### src/rtl/core/wsg_pkg.sv
// wsg_pkg: shared types and codes of the wavetable sound generator
// used by wsg_chan and wavetable_sound_generator, depends on nothing
package wsg_pkg;

    localparam int NCH  = 5;
    localparam int WLEN = 32;
    localparam int WDEP = NCH * WLEN;

    localparam logic [1:0] KIND_TICK  = 2'd0;
    localparam logic [1:0] KIND_READ  = 2'd1;
    localparam logic [1:0] KIND_WRITE = 2'd2;
    localparam logic [1:0] KIND_RSVD  = 2'd3;

    localparam logic [1:0] MODE_ORIG   = 2'd0;
    localparam logic [1:0] MODE_COMPAT = 2'd1;
    localparam logic [1:0] MODE_PLUS   = 2'd2;
    localparam logic [1:0] MODE_RSVD   = 2'd3;

    localparam logic [3:0] REG_VOL_FIRST = 4'hA;
    localparam logic [3:0] REG_ENABLE    = 4'hF;

    typedef struct packed {
        logic tick;
        logic enable;
        logic load;
        logic zero_ptr;
    } t_chan_ctl;

endpackage

### src/rtl/core/wsg_chan.sv
// wsg_chan: one voice - 32-byte wave store, period down counter, play pointer,
// serial multiplier and output latch; depends on wsg_pkg
module wsg_chan (
    input  logic              i_clk,
    input  logic              i_rst_n,
    input  wsg_pkg::t_chan_ctl i_ctl,
    input  logic [1:0]        i_deform,
    input  logic [11:0]       i_period,
    input  logic [3:0]        i_volume,
    input  logic [7:0]        i_src,
    input  logic              i_wave_we,
    input  logic [4:0]        i_wave_addr,
    input  logic [7:0]        i_wave_data,
    input  logic [4:0]        i_rd_addr,
    output logic [7:0]        o_rd_byte,
    output logic [7:0]        o_cur_byte,
    output logic [4:0]        o_ptr,
    output logic [7:0]        o_level_nx
);

    logic [7:0]  r_wave [wsg_pkg::WLEN];
    logic [11:0] r_cnt, n_cnt;
    logic [4:0]  r_ptr, n_ptr;
    logic        r_run, n_run;
    logic [3:0]  r_idx, n_idx;
    logic [7:0]  r_gath, n_gath;
    logic [3:0]  r_vol, n_vol;
    logic [7:0]  r_level, n_level;
    logic [3:0]  hi;
    logic [7:0]  lo;
    logic        step;
    logic signed [12:0] prod;

    assign prod = $signed({{5{r_gath[7]}}, r_gath}) * $signed({9'd0, r_vol});

    always_comb begin
        n_cnt   = r_cnt;
        n_ptr   = r_ptr;
        n_run   = r_run;
        n_idx   = r_idx;
        n_gath  = r_gath;
        n_vol   = r_vol;
        n_level = r_level;
        hi      = r_cnt[11:8];
        lo      = r_cnt[7:0];
        step    = 1'b0;
        if (i_ctl.tick) begin
            if (i_ctl.enable && r_run) begin
                if (r_idx < 4'd8) begin
                    n_gath = r_gath | (i_src & (8'd1 << r_idx[2:0]));
                    n_idx  = r_idx + 4'd1;
                end else begin
                    n_level = prod[11:4];
                    n_run   = 1'b0;
                end
            end
            // period counter, 8-bit / 4-bit / full 12-bit forms
            if (i_deform[1]) begin
                if (lo == 8'd0) begin
                    step  = 1'b1;
                    n_cnt = i_period;
                end else begin
                    n_cnt = {(i_deform[0] ? hi - 4'd1 : hi), lo - 8'd1};
                end
            end else if (i_deform[0]) begin
                if (hi == 4'd0) begin
                    step  = 1'b1;
                    n_cnt = i_period;
                end else begin
                    n_cnt = {hi - 4'd1, lo - 8'd1};
                end
            end else begin
                if (r_cnt == 12'd0) begin
                    step  = 1'b1;
                    n_cnt = i_period;
                end else begin
                    n_cnt = r_cnt - 12'd1;
                end
            end
            if (step) begin
                n_ptr  = r_ptr + 5'd1;
                n_run  = 1'b1;
                n_idx  = 4'd0;
                n_gath = 8'd0;
                n_vol  = i_volume;
            end
            if (!i_ctl.enable) begin
                n_run   = 1'b0;
                n_idx   = 4'd0;
                n_gath  = 8'd0;
                n_level = 8'd0;
            end
        end else if (i_ctl.load) begin
            n_cnt = i_period;
            if (i_ctl.zero_ptr) begin
                n_ptr = 5'd0;
            end
            n_run  = 1'b1;
            n_idx  = 4'd0;
            n_gath = 8'd0;
            n_vol  = i_volume;
        end
    end

    always_ff @(posedge i_clk) begin
        if (!i_rst_n) begin
            r_cnt   <= 12'hFFF;
            r_ptr   <= 5'd0;
            r_run   <= 1'b0;
            r_idx   <= 4'd0;
            r_gath  <= 8'd0;
            r_vol   <= 4'd0;
            r_level <= 8'd0;
        end else begin
            r_cnt   <= n_cnt;
            r_ptr   <= n_ptr;
            r_run   <= n_run;
            r_idx   <= n_idx;
            r_gath  <= n_gath;
            r_vol   <= n_vol;
            r_level <= n_level;
        end
    end

    always_ff @(posedge i_clk) begin
        if (!i_rst_n) begin
            for (int i = 0; i < wsg_pkg::WLEN; i++) begin
                r_wave[i] <= 8'hFF;
            end
        end else if (i_wave_we) begin
            r_wave[i_wave_addr] <= i_wave_data;
        end
    end

    assign o_rd_byte  = r_wave[i_rd_addr];
    assign o_cur_byte = r_wave[r_ptr];
    assign o_ptr      = r_ptr;
    assign o_level_nx = n_level;

endmodule

### src/rtl/core/wavetable_sound_generator.sv
// wavetable_sound_generator: five-voice wavetable generator behind an 8-bit register window
// depends on wsg_pkg and wsg_chan
//
// channel  direction  handshake          words
// input    in         i_valid / o_ready  kind, bus address, write data
// output   out        o_valid / i_ready  read data, five voice levels, mix
// config   in         i_cfg_we           chip mode
//
// a new word every cycle while o_ready is high; word state updates at the accepting edge
// the result word is registered and offered the cycle after its input word is taken
// the result register frees the input side whenever it is empty or being taken
// reset is synchronous; the wave bytes are registers reset to 0xff, no clearing pass
module wavetable_sound_generator (
    input  logic              i_clk,
    input  logic              i_rst_n,
    input  logic              i_valid,
    output logic              o_ready,
    input  logic [1:0]        i_kind,
    input  logic [7:0]        i_bus_address,
    input  logic [7:0]        i_write_data,
    output logic              o_valid,
    input  logic              i_ready,
    output logic [7:0]        o_read_data,
    output logic signed [7:0] o_chan1_level,
    output logic signed [7:0] o_chan2_level,
    output logic signed [7:0] o_chan3_level,
    output logic signed [7:0] o_chan4_level,
    output logic signed [7:0] o_chan5_level,
    output logic signed [10:0] o_mixed_level,
    input  logic              i_cfg_we,
    input  logic [1:0]        i_cfg_data
);

    logic [1:0]  r_mode;
    logic [11:0] r_period [wsg_pkg::NCH];
    logic [11:0] n_period [wsg_pkg::NCH];
    logic [3:0]  r_volume [wsg_pkg::NCH];
    logic [3:0]  n_volume [wsg_pkg::NCH];
    logic [4:0]  r_enable, n_enable;
    logic [7:0]  r_deform, n_deform;
    logic [7:0]  r_shared [2];
    logic [7:0]  n_shared [2];
    logic [4:0]  r_phase;
    logic        r_ovalid;
    logic [7:0]  r_rdata, n_rdata;
    logic [7:0]  r_lv [wsg_pkg::NCH];
    logic [10:0] r_mix, n_mix;

    logic        accept, is_tick, is_read, is_write;
    logic [1:0]  mode;
    logic [1:0]  dv;
    logic [4:0]  ptr [wsg_pkg::NCH];
    logic [7:0]  lvl_nx [wsg_pkg::NCH];
    logic [7:0]  src [wsg_pkg::NCH];
    logic [7:0]  rd_byte [wsg_pkg::NCH];
    logic [7:0]  cur_byte [wsg_pkg::NCH];
    wsg_pkg::t_chan_ctl ctl [wsg_pkg::NCH];
    logic [4:0]  load;
    logic [4:0]  wave_we;
    logic [4:0]  rd_off;
    logic        wc_ok;
    logic [2:0]  wc;
    logic        rc_ok;
    logic [2:0]  rc;
    logic        fv, df, rdf;
    logic [3:0]  rg;
    logic [2:0]  pch;
    logic [4:0]  pidx;
    logic [7:0]  a;

    function automatic logic rot_of(input logic [1:0] f, input logic [2:0] ch);
        case (f)
            2'b01:   rot_of = 1'b1;
            2'b10:   rot_of = (ch >= 3'd3);
            2'b11:   rot_of = (ch < 3'd3);
            default: rot_of = 1'b0;
        endcase
    endfunction

    function automatic logic ro_of(input logic [1:0] f, input logic [2:0] ch);
        case (f)
            2'b01:   ro_of = 1'b1;
            2'b10:   ro_of = (ch >= 3'd3);
            2'b11:   ro_of = 1'b1;
            default: ro_of = 1'b0;
        endcase
    endfunction

    assign o_ready  = !r_ovalid || i_ready;
    assign accept   = i_valid && o_ready;
    assign is_tick  = accept && (i_kind == wsg_pkg::KIND_TICK);
    assign is_read  = accept && (i_kind == wsg_pkg::KIND_READ);
    assign is_write = accept && (i_kind == wsg_pkg::KIND_WRITE);
    assign a        = i_bus_address;
    assign mode     = (r_mode == wsg_pkg::MODE_ORIG)   ? wsg_pkg::MODE_ORIG :
                      (r_mode == wsg_pkg::MODE_COMPAT) ? wsg_pkg::MODE_COMPAT :
                                                         wsg_pkg::MODE_PLUS;
    assign dv       = {(mode == wsg_pkg::MODE_ORIG) ? r_deform[7] : 1'b0, r_deform[6]};

    // address decode
    always_comb begin
        wc_ok = 1'b0;
        wc    = {1'b0, a[6:5]};
        rc_ok = 1'b0;
        rc    = {1'b0, a[6:5]};
        fv    = 1'b0;
        df    = 1'b0;
        rdf   = 1'b0;
        unique case (mode)
            wsg_pkg::MODE_ORIG: begin
                wc_ok = (a < 8'h80);
                rc_ok = wc_ok;
                fv    = (a >= 8'h80) && (a < 8'hA0);
                df    = (a >= 8'hE0);
                rdf   = df;
            end
            wsg_pkg::MODE_COMPAT: begin
                wc_ok = (a < 8'h80);
                rc_ok = wc_ok || ((a >= 8'hA0) && (a < 8'hC0));
                rc    = wc_ok ? {1'b0, a[6:5]} : 3'd4;
                fv    = (a >= 8'h80) && (a < 8'hA0);
                df    = (a >= 8'hC0) && (a < 8'hE0);
                rdf   = df;
            end
            default: begin
                wc_ok = (a < 8'hA0);
                wc    = a[7:5];
                rc_ok = wc_ok;
                rc    = a[7:5];
                fv    = (a >= 8'hA0) && (a < 8'hC0);
                df    = (a >= 8'hC0) && (a < 8'hE0);
                rdf   = df;
            end
        endcase
    end

    // register writes, deformation set to 0xff on read, and wave write enables
    always_comb begin
        n_enable = r_enable;
        n_deform = r_deform;
        load     = 5'd0;
        wave_we  = 5'd0;
        rg       = a[3:0];
        pch      = rg[3:1];
        for (int i = 0; i < wsg_pkg::NCH; i++) begin
            n_period[i] = r_period[i];
            n_volume[i] = r_volume[i];
        end
        if (is_write) begin
            if (wc_ok) begin
                if (!ro_of(dv, wc)) begin
                    wave_we[wc] = 1'b1;
                    if ((mode != wsg_pkg::MODE_PLUS) && (wc == 3'd3)) begin
                        wave_we[4] = 1'b1;
                    end
                end
            end else if (fv) begin
                if (rg < wsg_pkg::REG_VOL_FIRST) begin
                    if (rg[0]) begin
                        n_period[pch] = {i_write_data[3:0], r_period[pch][7:0]};
                    end else begin
                        n_period[pch] = {r_period[pch][11:8], i_write_data};
                    end
                    load[pch] = 1'b1;
                end else if (rg < wsg_pkg::REG_ENABLE) begin
                    n_volume[3'(rg - wsg_pkg::REG_VOL_FIRST)] = i_write_data[3:0];
                end else begin
                    n_enable = i_write_data[4:0];
                end
            end else if (df) begin
                n_deform = i_write_data;
            end
        end
        if (is_read && rdf) begin
            n_deform = 8'hFF;
        end
    end

    // read data
    always_comb begin
        n_rdata = 8'hFF;
        pidx    = ptr[rc];
        if ((rc == 3'd3) && (mode != wsg_pkg::MODE_PLUS) && (r_deform[7:6] == 2'b01)) begin
            pidx = ptr[4];
        end
        rd_off = rot_of(dv, rc) ? pidx : a[4:0];
        if (is_read && rc_ok) begin
            n_rdata = rd_byte[rc];
        end
    end

    // voice sources and shared latch capture
    always_comb begin
        n_shared[0] = r_shared[0];
        n_shared[1] = r_shared[1];
        for (int i = 0; i < wsg_pkg::NCH; i++) begin
            src[i] = cur_byte[i];
        end
        if (mode == wsg_pkg::MODE_ORIG) begin
            src[3] = r_shared[0];
            src[4] = r_shared[1];
            if (is_tick && (r_phase == 5'd0)) begin
                n_shared[0] = cur_byte[3];
            end
            if (is_tick && (r_phase == 5'd16)) begin
                n_shared[1] = cur_byte[4];
            end
        end
    end

    always_comb begin
        n_mix = 11'd0;
        for (int i = 0; i < wsg_pkg::NCH; i++) begin
            n_mix = n_mix + {{3{lvl_nx[i][7]}}, lvl_nx[i]};
        end
    end

    for (genvar g = 0; g < wsg_pkg::NCH; g++) begin : g_chan
        always_comb begin
            ctl[g].tick     = is_tick;
            ctl[g].enable   = r_enable[g];
            ctl[g].load     = load[g];
            ctl[g].zero_ptr = r_deform[5];
        end
        wsg_chan u_chan (
            .i_clk       (i_clk),
            .i_rst_n     (i_rst_n),
            .i_ctl       (ctl[g]),
            .i_deform    (r_deform[1:0]),
            .i_period    (n_period[g]),
            .i_volume    (r_volume[g]),
            .i_src       (src[g]),
            .i_wave_we   (wave_we[g]),
            .i_wave_addr (a[4:0]),
            .i_wave_data (i_write_data),
            .i_rd_addr   (rd_off),
            .o_rd_byte   (rd_byte[g]),
            .o_cur_byte  (cur_byte[g]),
            .o_ptr       (ptr[g]),
            .o_level_nx  (lvl_nx[g])
        );
    end

    always_ff @(posedge i_clk) begin
        if (!i_rst_n) begin
            r_mode    <= wsg_pkg::MODE_ORIG;
            r_enable  <= 5'd0;
            r_deform  <= 8'd0;
            r_shared  <= '{8'hFF, 8'hFF};
            r_phase   <= 5'd0;
            r_ovalid  <= 1'b0;
            for (int i = 0; i < wsg_pkg::NCH; i++) begin
                r_period[i] <= 12'd0;
                r_volume[i] <= 4'd15;
            end
        end else begin
            if (i_cfg_we) begin
                r_mode <= i_cfg_data;
            end
            r_enable  <= n_enable;
            r_deform  <= n_deform;
            r_shared  <= n_shared;
            r_period  <= n_period;
            r_volume  <= n_volume;
            if (is_tick) begin
                r_phase <= r_phase + 5'd1;
            end
            if (accept) begin
                r_ovalid <= 1'b1;
            end else if (i_ready) begin
                r_ovalid <= 1'b0;
            end
        end
    end

    // result word
    always_ff @(posedge i_clk) begin
        if (accept) begin
            r_rdata <= n_rdata;
            r_lv    <= lvl_nx;
            r_mix   <= n_mix;
        end
    end

    assign o_valid       = r_ovalid;
    assign o_read_data   = r_rdata;
    assign o_chan1_level = r_lv[0];
    assign o_chan2_level = r_lv[1];
    assign o_chan3_level = r_lv[2];
    assign o_chan4_level = r_lv[3];
    assign o_chan5_level = r_lv[4];
    assign o_mixed_level = r_mix;

endmodule

### config.mk
export PLATFORM = sky130hd
export DESIGN_NAME = wavetable_sound_generator
export DESIGN_NICKNAME = d
export VERILOG_FILES = /design/src/rtl/core/wsg_pkg.sv /design/src/rtl/core/wsg_chan.sv /design/src/rtl/core/wavetable_sound_generator.sv
export SDC_FILE = /design/constraint.sdc
export NUM_CORES = 2
export LEC_CHECK = 0
export BUFFER_PORTS_ARGS = -buffer_cell sky130_fd_sc_hd__buf_2
export CORE_MARGIN = 1
export CORE_UTILIZATION = 55
export CTS_CLUSTER_SIZE = 25
export DETAILED_ROUTE_END_ITERATION = 7
export PLACE_DENSITY = 0.71
export SLEW_MARGIN = 20
export SYNTH_ARGS = -nofsm -noshare
export SYNTH_HDL_FRONTEND = slang
export SYNTH_SLANG_ARGS = --single-unit
### constraint.sdc
create_clock -name i_clk -period 10.4 [get_ports i_clk]
set_input_delay 0.52 -clock i_clk [delete_from_list [all_inputs] [get_ports i_clk]]
set_output_delay 0.52 -clock i_clk [all_outputs]
set_load 0.02 [all_outputs]
==> results.py <==
metrics = {
    "outcome": {
        "outcome": "finished clean",
    },
    "route": {
        "routedWlPerCell_um": 28.4,
        "drt_iter0_drc": 9351,
        "totalWireLength_mm": 297,
        "drc": 0,
        "vias_per_cell": 6.61,
        "dr.pass1.iters": 6,
        "vias": 69300,
        "postRouteAntennaNets": 0,
    },
    "floorplanning": {
        "die_w_um": 419,
        "placementRows": 152,
        "core_region_area_mm2": 0.172,
        "dieArea_mm2": 0.175,
        "die_h_um": 419,
        "floorplan.initialDensity_pct": 55.5,
        "io_pins": 86,
    },
    "global_route": {
        "top_usage_layer": "met2",
        "antenna_found_initial": 18,
        "globalRoute.totalOverflow": 0,
        "grt_pass1_wl_mm": 439,
        "gr-usage-met2_pct": 52.0,
        "use_met3_pct": 8.01,
        "grt_pass1_vias": 66400,
        "grt_usage_pct": 33.7,
        "grt_start_max_net_pins": 228,
        "grt_use_met1_pct": 45.0,
    },
    "synthesis": {
        "muxShareOfSynthArea_pct": 17.3,
        "synthAdderAreaFrac_pct": 4.09,
        "synth_xor_area_share_pct": 1.02,
        "ys_async_sr_fraction_pct": 0,
        "ys.flop_type": "edfxtp_1",
        "synth_top_family_by_area": "multiplexers",
        "synth_area_per_cell_um2": 11.6,
        "yosys.area_share.simple_pct": 17.2,
        "ys_warn_count": 0,
        "syn-num-nets": 8543,
        "synth_edf_count": 1339,
        "synth_seq_area_share_pct": 49.4,
        "yosysUniqueCellTypes": 85,
        "netlist_area_mm2": 0.0956,
        "ys_seq_elements": 1688,
        "synth_cells": 8264,
        "synth_compound_area_share_pct": 7.06,
    },
    "critical_path": {
        "required_ps": 11000,
        "cp_slowest_cell": "fa_1",
        "path_class": "register to register",
        "crit_arrival_ps": 7560,
        "worstPathMaxFanout": 9,
        "crit_path_max_incr_delay_ps": 570,
        "cp-start-kind": "register",
        "cpMostUsedCell": "inv_1",
        "end_kind": "register",
    },
    "power_and_ir_drop": {
        "p_comb_share_pct": 8.1,
        "swShare_pct": 24.9,
        "clkPwrFrac_pct": 42.6,
        "report.power.total_mw": 15.2,
        "vdd_ir_drop_max_mv": 0.135,
        "leakage_nw": 34.3,
        "p_int_mw": 11.4,
        "pwr-share-seq_pct": 49.3,
        "pwr_density_cell_mw_per_mm2": 147,
        "p_sw_mw": 3.79,
    },
    "clock_network": {
        "clk_pin_slew_ps": 70,
        "cts-root-buf": "clkbuf_16",
        "ctsHoldBuffers": 5,
        "post_cts_buffers": 0,
        "numCtsBuffers": 176,
        "cts_tree": "built",
        "clock_path_buffers": 3,
        "clk_latency_ps": 860,
        "cts.sinks": 1688,
        "htree_levels": 4,
        "cts_resized": 0,
    },
    "cells_and_area": {
        "synthToLayoutAreaGrowth_pct": 8.14,
        "multiInputGateArea_mm2": 0.0447,
        "fin_cells": 10500,
        "final_cell_mix": "edfxtp_1, nand2_1, or2_2",
        "nets": 8296,
        "layout_commonest_cell": "edfxtp_1",
        "fin_area_mm2": 0.103,
        "final_layout_size_suffix_gt1_share_pct": 21.5,
        "fillCellCount": 13500,
        "postLayoutCoreUtil_pct": 60.0,
        "regArea_mm2": 0.0472,
    },
    "sta": {
        "period_share_pct": 66.9,
        "timing.final.crit_period_ps": 6950,
        "finalHoldViolations": 0,
        "max_freq_ghz": 0.144,
        "slew_headroom_pct": 17.0,
        "setup_tns_ps": 0,
        "drv_slew": 0,
        "setup_viol": 0,
        "grt_setup_unrepaired": "false",
        "tightestPinTransition_ps": 1240,
        "clock_skew_ps": 24.1,
    },
    "place": {
        "gp_congestion": 0.997,
        "dp_cells": 10100,
        "postPlaceCellArea_mm2": 0.0974,
        "hpwl_mm": 202,
        "place.port_buffers": 85,
    },
    "flow_run": {
        "maxCapViolCount": 0,
    },
    "min_path": {
        "hold_class": "primary input to register",
    },
}
[flip-flops by register name, summed over array words and instances (netlist names), 11 cells and up, named ones only]
signal,flops
g_chan.u_chan.r_wave,1280
o_mixed_level,11
g_chan.u_chan.r_vol,20
g_chan.u_chan.r_cnt,60
r_volume,20
g_chan.u_chan.r_idx,20
g_chan.u_chan.o_ptr,25
r_period,60
r_shared,16
g_chan.u_chan.r_level,40
g_chan.u_chan.r_gath,40
[per-layer routing]
layer / wire length (µm) / vias to the layer above
met4: 15000 / 16
met3: 35800 / 771
met2: 135000 / 4422
met1: 112000 / 34200
met5: 120 / -
li1: - / 29900
[power by group through the flow]
stage / combinational [mW] / clock, mW / sequential [mW]
final: 1.24 / 6.49 / 7.50
after global routing: 1.28 / 6.75 / 7.51
after CTS: 1.20 / 6.49 / 7.50
after detailed placement: 1.19 / 0 / 7.64
after global placement: 1.17 / 0 / 7.63
after floorplan: 0.751 / 0 / 7.62
[layout make-up]
type | count | area share [%]
antenna | 11 | 0.0266
clock buffer | 228 | 4.58
clock inverter | 95 | 1.06
inverter | 266 | 0.966
multi-input combinational | 5660 | 43.3
sequential | 1688 | 45.7
tap | 2310 | 2.80
timing repair buffer | 225 | 1.61
[worst max-delay path: cells and delay by family, from the launching register on]
kind,cells,cell delay (ps)
fa+ha+maj,8,3280
flops,1,490
xor+xnor,2,280
compound gates,11,2040
simple gates,3,330
buf+inv,6,310
[kinds of logic after synthesis]
family                     Yosys count
AOI/OAI and AO/OA                 1057
xor gates and xnor gates           111
DFF                               1688
adders and majority gates          254
muxes                             1130
and+or+nand+nor                   3108
buffers and inverters              916
[stage by stage]
stage,hold WS [ps],setup slack [ps]
after floorplan,437,4040
after global placement,456,3480
after detailed placement,461,3500
after CTS,0.00416,3460
after global routing,31.0,2970
final,44.1,3450
[synth_stat cells (17+ instances only)]
master,number,share of area (%)
a211oi_1,28,0.22
a21boi_0,52,0.41
a21o_1,17,0.13
a21oi_1,166,0.87
a221oi_1,31,0.28
a22o_1,52,0.48
a22oi_1,20,0.16
a31oi_1,54,0.35
and2_1,164,1.1
and3_1,30,0.20
buf_1,68,0.27
buf_2,83,0.43
buf_4,50,0.39
clkbuf_1,440,1.7
dfxtp_1,349,7.3
edfxtp_1,1339,42
fa_1,97,2.0
ha_1,157,2.1
inv_1,265,1.0
mux2_2,30,0.35
mux2i_1,687,7.2
mux4_2,412,9.7
nand2_1,867,3.4
nand2b_1,23,0.15
nand3_1,228,1.2
nand4_1,43,0.28
nor2_1,257,1.0
nor2b_1,83,0.54
nor3_1,36,0.19
nor4_1,19,0.12
o211ai_1,35,0.27
o21a_1,22,0.17
o21ai_0,285,1.5
o22ai_1,170,1.1
or2_2,779,5.1
or3_1,525,3.4
xnor2_1,62,0.57
xor2_1,49,0.45
[path summary, 6_finish.rpt]
kind	end	startpoint	cells past startpoint	slack, ps
setup / recovery	o_mixed_level[10]	g_chan[0].u_chan.r_vol[3]	30	3450
hold / removal	r_enable[4]	i_write_data[4]	3	40
setup reg to reg	o_mixed_level[10]	g_chan[0].u_chan.r_vol[3]	30	3450
hold reg to reg	r_volume[12]	r_volume[12]	2	480
No activity file was read; power rests on OpenSTA's default activity.
